## src/rtsr_pkg.sv

```systemverilog
// shared types, widths and codes for the record table with sorted readout
// no dependencies; used by rtsr_ctl, rtsr_dp, the top level and the dv files
package rtsr_pkg;

  localparam int MAX_RECORDS_DEF = 32;

  localparam int ID_W     = 16;
  localparam int PRICE_W  = 20;
  localparam int RANK_W   = 8;
  localparam int STATUS_W = 3;
  localparam int KEY_W    = 2;

  // command codes
  localparam logic CMD_INSERT = 1'b0;
  localparam logic CMD_READ   = 1'b1;

  // sort keys; the unused code falls back to id order
  localparam logic [KEY_W-1:0] KEY_ID    = 2'd0;
  localparam logic [KEY_W-1:0] KEY_PRICE = 2'd1;
  localparam logic [KEY_W-1:0] KEY_RANK  = 2'd2;

  typedef enum logic [STATUS_W-1:0] {
    ST_ADDED  = 3'd0,
    ST_DUP    = 3'd1,
    ST_FULL   = 3'd2,
    ST_RECORD = 3'd3,
    ST_EMPTY  = 3'd4
  } status_e;

  typedef struct packed {
    logic [ID_W-1:0]    id;
    logic [PRICE_W-1:0] price;
    logic [RANK_W-1:0]  rank;
  } rec_t;

  // controller to datapath
  typedef struct packed {
    logic    load_in;      // latch the accepted item
    logic    st_rd;        // read table at j
    logic    st_wr;        // append latched record, bump count
    logic    j_clr;
    logic    j_from_i;     // j = i + 1
    logic    j_inc;
    logic    i_clr;
    logic    i_inc;
    logic    wk_wr_copy;   // work[j] = table read data
    logic    wk_wr_head;   // work[m] = head
    logic    wk_wr_min;    // work[i] = min
    logic    wk_rd_i;
    logic    wk_rd_j;
    logic    head_ld;      // head = min = work read data, m = i
    logic    min_upd;      // keep better of min and work read data
    logic    out_load;
    logic    out_rec;      // result carries a record
    status_e out_status;
  } dp_cmd_t;

  // datapath to controller
  typedef struct packed {
    logic cmd_read;
    logic full;
    logic empty;
    logic j_end;     // j == count
    logic j_last;    // j + 1 == count
    logic i_last;    // i + 1 == count
    logic id_hit;    // table read data id equals latched id
    logic out_free;  // output register can take a result
  } dp_sts_t;

endpackage

```

## src/rtsr_dp.sv

```systemverilog
// datapath: record table, sort work memory, scan counters, compare and output register
// depends on rtsr_pkg; driven by rtsr_ctl through dp_cmd_t
module rtsr_dp #(
  parameter int MAX_RECORDS = rtsr_pkg::MAX_RECORDS_DEF
) (
  input  logic                          clk,
  input  logic                          rst,
  input  logic                          command,
  input  logic [rtsr_pkg::ID_W-1:0]     item_id,
  input  logic [rtsr_pkg::PRICE_W-1:0]  item_price,
  input  logic [rtsr_pkg::RANK_W-1:0]   item_rank,
  input  logic [rtsr_pkg::KEY_W-1:0]    sort_key,
  output logic                          out_valid,
  input  logic                          out_stall,
  output logic [rtsr_pkg::STATUS_W-1:0] status,
  output logic [rtsr_pkg::ID_W-1:0]     out_id,
  output logic [rtsr_pkg::PRICE_W-1:0]  out_price,
  output logic [rtsr_pkg::RANK_W-1:0]   out_rank,
  output logic                          last,
  input  rtsr_pkg::dp_cmd_t             cmd,
  output rtsr_pkg::dp_sts_t             sts
);
  import rtsr_pkg::*;

  localparam int AW = $clog2(MAX_RECORDS);
  localparam int CW = $clog2(MAX_RECORDS + 1);
  localparam logic [CW-1:0] MAX_N = CW'(MAX_RECORDS);

  rec_t            store [MAX_RECORDS];
  rec_t            work [MAX_RECORDS];
  logic [AW-1:0]   work_idx [MAX_RECORDS];

  rec_t            st_rdata;
  rec_t            wk_rdata;
  logic [AW-1:0]   wk_ridx;

  logic            cmd_q;
  rec_t            in_rec;
  logic [KEY_W-1:0] key;

  logic [CW-1:0]   count;
  logic [CW-1:0]   i;
  logic [CW-1:0]   j;
  logic [AW-1:0]   m;

  rec_t            head;
  logic [AW-1:0]   head_idx;
  rec_t            minr;
  logic [AW-1:0]   min_idx;

  logic            wk_we;
  logic [AW-1:0]   wk_waddr;
  rec_t            wk_wdata;
  logic [AW-1:0]   wk_widx;
  logic [AW-1:0]   wk_raddr;
  logic            better;

  // latched item
  always_ff @(posedge clk) begin
    if (cmd.load_in) begin
      cmd_q        <= command;
      in_rec.id    <= item_id;
      in_rec.price <= item_price;
      in_rec.rank  <= item_rank;
      key          <= sort_key;
    end
  end

  // record table: one write, one registered read
  always_ff @(posedge clk) begin
    if (cmd.st_wr) begin
      store[count[AW-1:0]] <= in_rec;
    end
    if (cmd.st_rd) begin
      st_rdata <= store[j[AW-1:0]];
    end
  end

  always_ff @(posedge clk) begin
    if (rst) begin
      count <= '0;
    end else if (cmd.st_wr) begin
      count <= count + CW'(1);
    end
  end

  // work memory write select
  always_comb begin
    wk_we    = cmd.wk_wr_copy | cmd.wk_wr_head | cmd.wk_wr_min;
    wk_waddr = j[AW-1:0];
    wk_wdata = st_rdata;
    wk_widx  = j[AW-1:0];
    if (cmd.wk_wr_head) begin
      wk_waddr = m;
      wk_wdata = head;
      wk_widx  = head_idx;
    end else if (cmd.wk_wr_min) begin
      wk_waddr = i[AW-1:0];
      wk_wdata = minr;
      wk_widx  = min_idx;
    end
  end

  assign wk_raddr = cmd.wk_rd_i ? i[AW-1:0] : j[AW-1:0];

  always_ff @(posedge clk) begin
    if (wk_we) begin
      work[wk_waddr]     <= wk_wdata;
      work_idx[wk_waddr] <= wk_widx;
    end
    if (cmd.wk_rd_i || cmd.wk_rd_j) begin
      wk_rdata <= work[wk_raddr];
      wk_ridx  <= work_idx[wk_raddr];
    end
  end

  // price ties keep first minimum; rank ties resolve on original position
  always_comb begin
    case (key)
      KEY_PRICE: better = wk_rdata.price < minr.price;
      KEY_RANK:  better = (wk_rdata.rank > minr.rank) ||
                          ((wk_rdata.rank == minr.rank) && (wk_ridx < min_idx));
      default:   better = wk_rdata.id < minr.id;
    endcase
  end

  always_ff @(posedge clk) begin
    if (cmd.i_clr) begin
      i <= '0;
    end else if (cmd.i_inc) begin
      i <= i + CW'(1);
    end
    if (cmd.j_clr) begin
      j <= '0;
    end else if (cmd.j_from_i) begin
      j <= i + CW'(1);
    end else if (cmd.j_inc) begin
      j <= j + CW'(1);
    end
    if (cmd.head_ld) begin
      head     <= wk_rdata;
      head_idx <= wk_ridx;
      minr     <= wk_rdata;
      min_idx  <= wk_ridx;
      m        <= i[AW-1:0];
    end else if (cmd.min_upd && better) begin
      minr    <= wk_rdata;
      min_idx <= wk_ridx;
      m       <= j[AW-1:0];
    end
  end

  assign sts.cmd_read = (cmd_q == CMD_READ);
  assign sts.full     = (count == MAX_N);
  assign sts.empty    = (count == '0);
  assign sts.j_end    = (j == count);
  assign sts.j_last   = (j + CW'(1) == count);
  assign sts.i_last   = (i + CW'(1) == count);
  assign sts.id_hit   = (st_rdata.id == in_rec.id);
  assign sts.out_free = !out_valid || !out_stall;

  // output register
  always_ff @(posedge clk) begin
    if (rst) begin
      out_valid <= 1'b0;
    end else if (cmd.out_load) begin
      out_valid <= 1'b1;
    end else if (!out_stall) begin
      out_valid <= 1'b0;
    end
  end

  always_ff @(posedge clk) begin
    if (cmd.out_load) begin
      status    <= cmd.out_status;
      out_id    <= cmd.out_rec ? minr.id : '0;
      out_price <= cmd.out_rec ? minr.price : '0;
      out_rank  <= cmd.out_rec ? minr.rank : '0;
      last      <= cmd.out_rec ? sts.i_last : 1'b1;
    end
  end

endmodule

```

## src/rtsr_ctl.sv

```systemverilog
// controller: sequences insert scan, table copy and selection sort passes
// depends on rtsr_pkg; steers rtsr_dp through dp_cmd_t, reads dp_sts_t
module rtsr_ctl (
  input  logic              clk,
  input  logic              rst,
  input  logic              in_valid,
  output logic              in_stall,
  input  rtsr_pkg::dp_sts_t sts,
  output rtsr_pkg::dp_cmd_t cmd
);
  import rtsr_pkg::*;

  typedef enum logic [3:0] {
    S_IDLE,
    S_DECIDE,
    S_DUP_RD,
    S_DUP_CMP,
    S_INS_WR,
    S_RESP,
    S_COPY_RD,
    S_COPY_WR,
    S_HEAD_RD,
    S_HEAD_LD,
    S_SCAN_RD,
    S_SCAN_CMP,
    S_SWAP_HEAD,
    S_SWAP_MIN,
    S_EMIT
  } state_t;

  state_t  state;
  state_t  state_next;
  status_e resp;
  status_e resp_next;

  assign in_stall = (state != S_IDLE);

  always_comb begin
    cmd        = '0;
    state_next = state;
    resp_next  = resp;
    case (state)
      S_IDLE: begin
        if (in_valid) begin
          cmd.load_in = 1'b1;
          state_next  = S_DECIDE;
        end
      end
      S_DECIDE: begin
        cmd.j_clr = 1'b1;
        cmd.i_clr = 1'b1;
        if (!sts.cmd_read) begin
          if (sts.full) begin
            resp_next  = ST_FULL;
            state_next = S_RESP;
          end else begin
            state_next = S_DUP_RD;
          end
        end else if (sts.empty) begin
          resp_next  = ST_EMPTY;
          state_next = S_RESP;
        end else begin
          state_next = S_COPY_RD;
        end
      end
      S_DUP_RD: begin
        if (sts.j_end) begin
          state_next = S_INS_WR;
        end else begin
          cmd.st_rd  = 1'b1;
          state_next = S_DUP_CMP;
        end
      end
      S_DUP_CMP: begin
        if (sts.id_hit) begin
          resp_next  = ST_DUP;
          state_next = S_RESP;
        end else begin
          cmd.j_inc  = 1'b1;
          state_next = S_DUP_RD;
        end
      end
      S_INS_WR: begin
        cmd.st_wr  = 1'b1;
        resp_next  = ST_ADDED;
        state_next = S_RESP;
      end
      S_RESP: begin
        if (sts.out_free) begin
          cmd.out_load   = 1'b1;
          cmd.out_status = resp;
          state_next     = S_IDLE;
        end
      end
      S_COPY_RD: begin
        cmd.st_rd  = 1'b1;
        state_next = S_COPY_WR;
      end
      S_COPY_WR: begin
        cmd.wk_wr_copy = 1'b1;
        cmd.j_inc      = 1'b1;
        state_next     = sts.j_last ? S_HEAD_RD : S_COPY_RD;
      end
      S_HEAD_RD: begin
        cmd.wk_rd_i = 1'b1;
        state_next  = S_HEAD_LD;
      end
      S_HEAD_LD: begin
        cmd.head_ld  = 1'b1;
        cmd.j_from_i = 1'b1;
        state_next   = sts.i_last ? S_EMIT : S_SCAN_RD;
      end
      S_SCAN_RD: begin
        cmd.wk_rd_j = 1'b1;
        state_next  = S_SCAN_CMP;
      end
      S_SCAN_CMP: begin
        cmd.min_upd = 1'b1;
        cmd.j_inc   = 1'b1;
        state_next  = sts.j_last ? S_SWAP_HEAD : S_SCAN_RD;
      end
      S_SWAP_HEAD: begin
        cmd.wk_wr_head = 1'b1;
        state_next     = S_SWAP_MIN;
      end
      S_SWAP_MIN: begin
        cmd.wk_wr_min = 1'b1;
        state_next    = S_EMIT;
      end
      S_EMIT: begin
        if (sts.out_free) begin
          cmd.out_load   = 1'b1;
          cmd.out_rec    = 1'b1;
          cmd.out_status = ST_RECORD;
          if (sts.i_last) begin
            state_next = S_IDLE;
          end else begin
            cmd.i_inc  = 1'b1;
            state_next = S_HEAD_RD;
          end
        end
      end
      default: begin
        state_next = S_IDLE;
      end
    endcase
  end

  always_ff @(posedge clk) begin
    if (rst) begin
      state <= S_IDLE;
      resp  <= ST_ADDED;
    end else begin
      state <= state_next;
      resp  <= resp_next;
    end
  end

endmodule

```

## src/record_table_sorted_readout_top.sv

```systemverilog
// record table with sorted readout: top level, controller plus datapath
// insert: checks for a full table, then scans the stored records for a duplicate id and appends
// read: copies the table to the work memory, then each pass loads a head, scans the rest and swaps
// passes are a selection sort on a work copy; output stalls hold up both commands
// one item at a time; the next item is taken once the last result sits in the output register
// rst (synchronous, active high) empties the table and drops any pending result
module record_table_sorted_readout_top #(
  parameter int MAX_RECORDS = rtsr_pkg::MAX_RECORDS_DEF
) (
  input  logic                          clk,
  input  logic                          rst,
  input  logic                          in_valid,
  output logic                          in_stall,
  input  logic                          command,
  input  logic [rtsr_pkg::ID_W-1:0]     item_id,
  input  logic [rtsr_pkg::PRICE_W-1:0]  item_price,
  input  logic [rtsr_pkg::RANK_W-1:0]   item_rank,
  input  logic [rtsr_pkg::KEY_W-1:0]    sort_key,
  output logic                          out_valid,
  input  logic                          out_stall,
  output logic [rtsr_pkg::STATUS_W-1:0] status,
  output logic [rtsr_pkg::ID_W-1:0]     out_id,
  output logic [rtsr_pkg::PRICE_W-1:0]  out_price,
  output logic [rtsr_pkg::RANK_W-1:0]   out_rank,
  output logic                          last
);
  import rtsr_pkg::*;

  // command and status bundles between controller and datapath
  dp_cmd_t cmd;
  dp_sts_t sts;

  // controller: walks insert, copy, scan and swap steps
  rtsr_ctl u_ctl (
    .clk      (clk),
    .rst      (rst),
    .in_valid (in_valid),
    .in_stall (in_stall),
    .sts      (sts),
    .cmd      (cmd)
  );

  // datapath: table, work copy, counters, compare and output register
  rtsr_dp #(
    .MAX_RECORDS (MAX_RECORDS)
  ) u_dp (
    .clk        (clk),
    .rst        (rst),
    .command    (command),
    .item_id    (item_id),
    .item_price (item_price),
    .item_rank  (item_rank),
    .sort_key   (sort_key),
    .out_valid  (out_valid),
    .out_stall  (out_stall),
    .status     (status),
    .out_id     (out_id),
    .out_price  (out_price),
    .out_rank   (out_rank),
    .last       (last),
    .cmd        (cmd),
    .sts        (sts)
  );

  // an accepted item keeps the block busy on the next cycle
  a_busy_after_accept: assert property (@(posedge clk) disable iff (rst)
    (in_valid && !in_stall) |=> in_stall)
    else $error("input taken again right after an accepted item");

  // the work memory has a single write port
  a_one_work_write: assert property (@(posedge clk) disable iff (rst)
    $onehot0({cmd.wk_wr_copy, cmd.wk_wr_head, cmd.wk_wr_min}))
    else $error("two work memory writes in one cycle");

  // no append into a full table
  a_no_write_when_full: assert property (@(posedge clk) disable iff (rst)
    sts.full |-> !cmd.st_wr)
    else $error("append into full table");

  // status-only results always close their item
  a_status_is_last: assert property (@(posedge clk) disable iff (rst)
    (out_valid && (status != ST_RECORD)) |-> last)
    else $error("status result without last");

  // the output register is never overwritten while a result waits
  a_no_overwrite: assert property (@(posedge clk) disable iff (rst)
    cmd.out_load |-> (!out_valid || !out_stall))
    else $error("output register overwritten while stalled");

endmodule

```

## config.mk

```make
export PLATFORM = sky130hd
export DESIGN_NAME = record_table_sorted_readout_top
export DESIGN_NICKNAME = d
export VERILOG_FILES = /design/src/rtsr_pkg.sv /design/src/rtsr_dp.sv /design/src/rtsr_ctl.sv /design/src/record_table_sorted_readout_top.sv
export SDC_FILE = /design/constraint.sdc
export NUM_CORES = 2
export LEC_CHECK = 0
export BUFFER_PORTS_ARGS = -buffer_cell sky130_fd_sc_hd__buf_2
export CORE_ASPECT_RATIO = 0.75
export CORE_MARGIN = 10
export CORE_UTILIZATION = 48
export DETAILED_ROUTE_END_ITERATION = 6
export GPL_ROUTABILITY_DRIVEN = 0
export GPL_TIMING_DRIVEN = 0
export PLACE_DENSITY = 0.63
export SYNTH_ARGS = -nofsm -noshare
export SYNTH_HDL_FRONTEND = slang
export SYNTH_SLANG_ARGS = --single-unit
```

## constraint.sdc

```tcl
create_clock -name clk -period 8.1 [get_ports clk]
set_clock_uncertainty 0.05 [all_clocks]
set_input_delay 0.405 -clock clk [delete_from_list [all_inputs] [get_ports clk]]
set_output_delay 0.405 -clock clk [all_outputs]
set_load 0.02 [all_outputs]
```

==> results.json <==
{
  "dpl.hpwl_um": 244000,
  "pwr-share-comb_pct": 24.2,
  "drive_above_1_share_pct": 21.7,
  "fp.dieArea_um2": 288000,
  "ys.flop_type": "edfxtp_1",
  "min_period_ns": 5.87,
  "r2r_slack_ns": 2.23,
  "crit_path_start_kind": "register",
  "failed_checks": "capacitance limit, slew limit",
  "wirelength_um": 356000,
  "design_area_um2": 148000,
  "slew_headroom_pct": -10.9,
  "post-route-period-util_pct": 72.5,
  "r2r_end": "u_dp.work[30][14]",
  "area_delta_synth_final_pct": 16.0,
  "p_switching_w": 0.0136,
  "end_kind": "register",
  "tritoncts": "done",
  "grt_pass1_wl_um": 496000,
  "hold_class": "input port to register",
  "vias_per_cell": 6.19,
  "worst_hold_slack_ns": 0.190,
  "min_to": "u_dp.in_rec[22]",
  "first_iter_violations": 9868,
  "ys_seq_area_share_pct": 77.1,
  "grt_antenna_before_repair": 10,
  "cts_buffers": 326,
  "finalSetupViolCount": 0,
  "yosysWarningCount": 0,
  "rsz0062_at_grt": "no",
  "hp-start": "item_price[14]",
  "core_area_um2": 266000,
  "final_common_cell": "edfxtp_1",
  "postRouteAntennaNets": 0,
  "insertion_delay_ns": 0.90,
  "first_global_vias": 65700,
  "netlist_instances": 6333,
  "cp_common_cell": "buf_12",
  "seqPwrFrac_pct": 43.4,
  "cts-root-buf": "clkbuf_16",
  "clkTransAtPathRegs_ns": 0.06,
  "ys_async_sr_fraction_pct": 0,
  "reg2reg_depth": 9,
  "min_path_cells": 2,
  "p_int_w": 0.0323,
  "placed_cell_area_um2": 137000,
  "firstDrtPassIters": 7,
  "slew_violations": 34,
  "grt_usage_pct": 24.1,
  "path_cells": "clkbuf_1, buf_2, buf_1, nor3b_1, a31o_2, nand3_1, nor2_4, buf_12, buf_12",
  "rows": 164,
  "grt.busiest_layer": "met1",
  "final_cells": 10800,
  "cts_sinks": 3293,
  "drc": 0,
  "num_vias": 67000,
  "clock.fmax_mhz": 170,
  "grtUsageMet2_pct": 34.8,
  "vdd_drop_max_mv": 0.224,
  "nets": 7105,
  "layout_common_cells": "edfxtp_1, mux2i_1, mux4_2, a22oi_1, clkbuf_16",
  "fp.dieW_um": 616,
  "finalWorstSetupSlack_ns": 2.23,
  "critPathMaxFanout": 22,
  "syn_avg_cell_area_um2": 20.2,
  "crit_required_ns": 8.57,
  "htree_levels": 5,
  "die_h_um": 467,
  "syn_area_um2": 128000,
  "portBuffers": 100,
  "overflow": 0,
  "worst_pin_slew_ns": 1.66,
  "p_leak_nw": 47.4,
  "placed_cells": 10200,
  "status": "complete, but fails checks",
  "max_stage_delay_ns": 0.96,
  "syn-num-nets": 6438,
  "crit_type": "register to register",
  "fillers": 19700,
  "synth_cell_type_count": 66,
  "hold_viol_final": 0,
  "reg2reg_from": "u_dp.j[1]",
  "grt_use_met1_pct": 35.4,
  "start_util_pct": 48.1,
  "cts_buffer_depth": 4,
  "gr-usage-met3_pct": 6.67,
  "power_density_nw_per_um2": 310,
  "drv_cap": 3,
  "p_sw_share_pct": 29.7,
  "p_clk_share_pct": 32.4,
  "ys_seq_elements": 3293,
  "grt_max_degree": 59,
  "place_ws_ns": 2.48,
  "cpMaxStageDelayCell": "buf_1",
  "postCtsResizedCells": 0,
  "routedWlPerCell_um": 32.9,
  "io_pins": 101,
  "synth-edff-count": 3267,
  "cp.arrival_ns": 6.34
}
==> power by group through the flow <==
stage | clock (W) | sequential (W) | combinational [W]
after floorplan | 0 | 0.0202 | 0.00674
after global placement | 0 | 0.0204 | 0.0105
after detailed placement | 0 | 0.0203 | 0.0109
after CTS | 0.0150 | 0.0200 | 0.0110
after global routing | 0.0157 | 0.0200 | 0.0116
final | 0.0149 | 0.0200 | 0.0111
==> cell usage after synthesis, types with 8 or more instances <==
master / instances / share of area [%]
buf_4: 45 / 0.26
xor2_1: 30 / 0.21
edfxtp_1: 3267 / 77
o21ai_0: 59 / 0.23
nand3_1: 17 / 0.067
dfxtp_1: 26 / 0.41
buf_1: 34 / 0.10
nand2_1: 110 / 0.32
nand4_1: 8 / 0.039
mux2_2: 49 / 0.43
nor2_1: 152 / 0.45
mux4_2: 440 / 7.7
a22oi_1: 392 / 2.3
a21oi_1: 277 / 1.1
ha_1: 54 / 0.53
buf_6: 32 / 0.28
a21o_1: 12 / 0.070
xnor2_1: 15 / 0.10
a211oi_1: 10 / 0.059
nor3_1: 14 / 0.055
nand2b_1: 11 / 0.054
nor4_1: 59 / 0.29
mux2i_1: 806 / 6.3
clkbuf_1: 151 / 0.44
buf_2: 85 / 0.33
nor4_2: 39 / 0.38
inv_1: 58 / 0.17
==> per-stage QoR <==
| stage | setup TNS (ns) | total power [W] | util (%) |
|---|---|---|---|
| 2_1_floorplan | 0 | 0.0269 | - |
| 3_3_place_gp | -741.33 | 0.0309 | 50.0 |
| 3_5_place_dp | 0 | 0.0312 | 51.7 |
| 5_1_grt | 0 | 0.0472 | 55.8 |
| 6_report | 0 | 0.0459 | 55.8 |
| 4_1_cts | 0 | 0.0460 | 55.8 |
==> logic make-up after synthesis <==
family / share of synthesized area, %
simple gates: 1.88
flops: 77.1
xor+xnor: 0.326
buf+inv: 1.70
mux: 14.5
fa+ha+maj: 0.528
compound gates: 3.96
==> critical path, delay by kind of cell (launching register included) <==
family,cells,cell delay (ns)
flops,1,0.37
buf+inv,5,2.97
compound gates,1,0.15
simple gates,3,1.83
==> flip-flops by register name (all words and copies together) (netlist names), 8 cells and up <==
register,count
u_dp.out_price,20
u_dp.store,1408
u_dp.st_rdata,44
u_dp.out_rank,8
u_dp.out_id,16
u_dp.head,44
u_dp.wk_rdata,44
u_dp.work_idx,160
u_dp.work,1408
u_dp.in_rec,44
u_dp.minr,44
==> routing by layer <==
metal | vias to the layer above | wire length, um | part of all wire [%]
met2 | 3945 | 153000 | 43
met1 | 34900 | 147000 | 41
met4 | 10 | 14200 | 4.0
li1 | 27500 | - | -
met3 | 662 | 42000 | 12
met5 | - | 69 | 0.019
==> what timing repair did <==
item,CTS,global route
setup buffers,0,0
hold endpoints to repair,52,0
hold buffers,51,0
==> worst max path at each step <==
stage	from	to	cells past startpoint
final	u_dp.j[1]	u_dp.work[30][14]	9
after floorplan	u_dp.wk_rdata[37]	u_dp.m[0]	7
after CTS	u_dp.j[1]	u_dp.work[30][14]	9
after detailed placement	u_dp.j[1]	u_dp.work[22][12]	9
after global routing	u_dp.j[1]	u_dp.work[30][14]	9
after global placement	u_dp.j[1]	u_dp.work_idx[23][1]	7
==> cell type report <==
type                            instances  area, um^2  share of cell area, %
Antenna cell                            3        7.51                0.00506
Buffer                                356        1960                   1.32
Clock buffer                          402        8530                   5.75
Clock inverter                        183        1840                   1.24
Inverter                               58         218                  0.147
Multi-Input combinational cell       2626       27800                   18.7
Sequential cell                      3293       98600                   66.5
Tap cell                             3569        4470                   3.01
Timing Repair Buffer                  339        4910                   3.31
(Power assumes the default switching activity.)
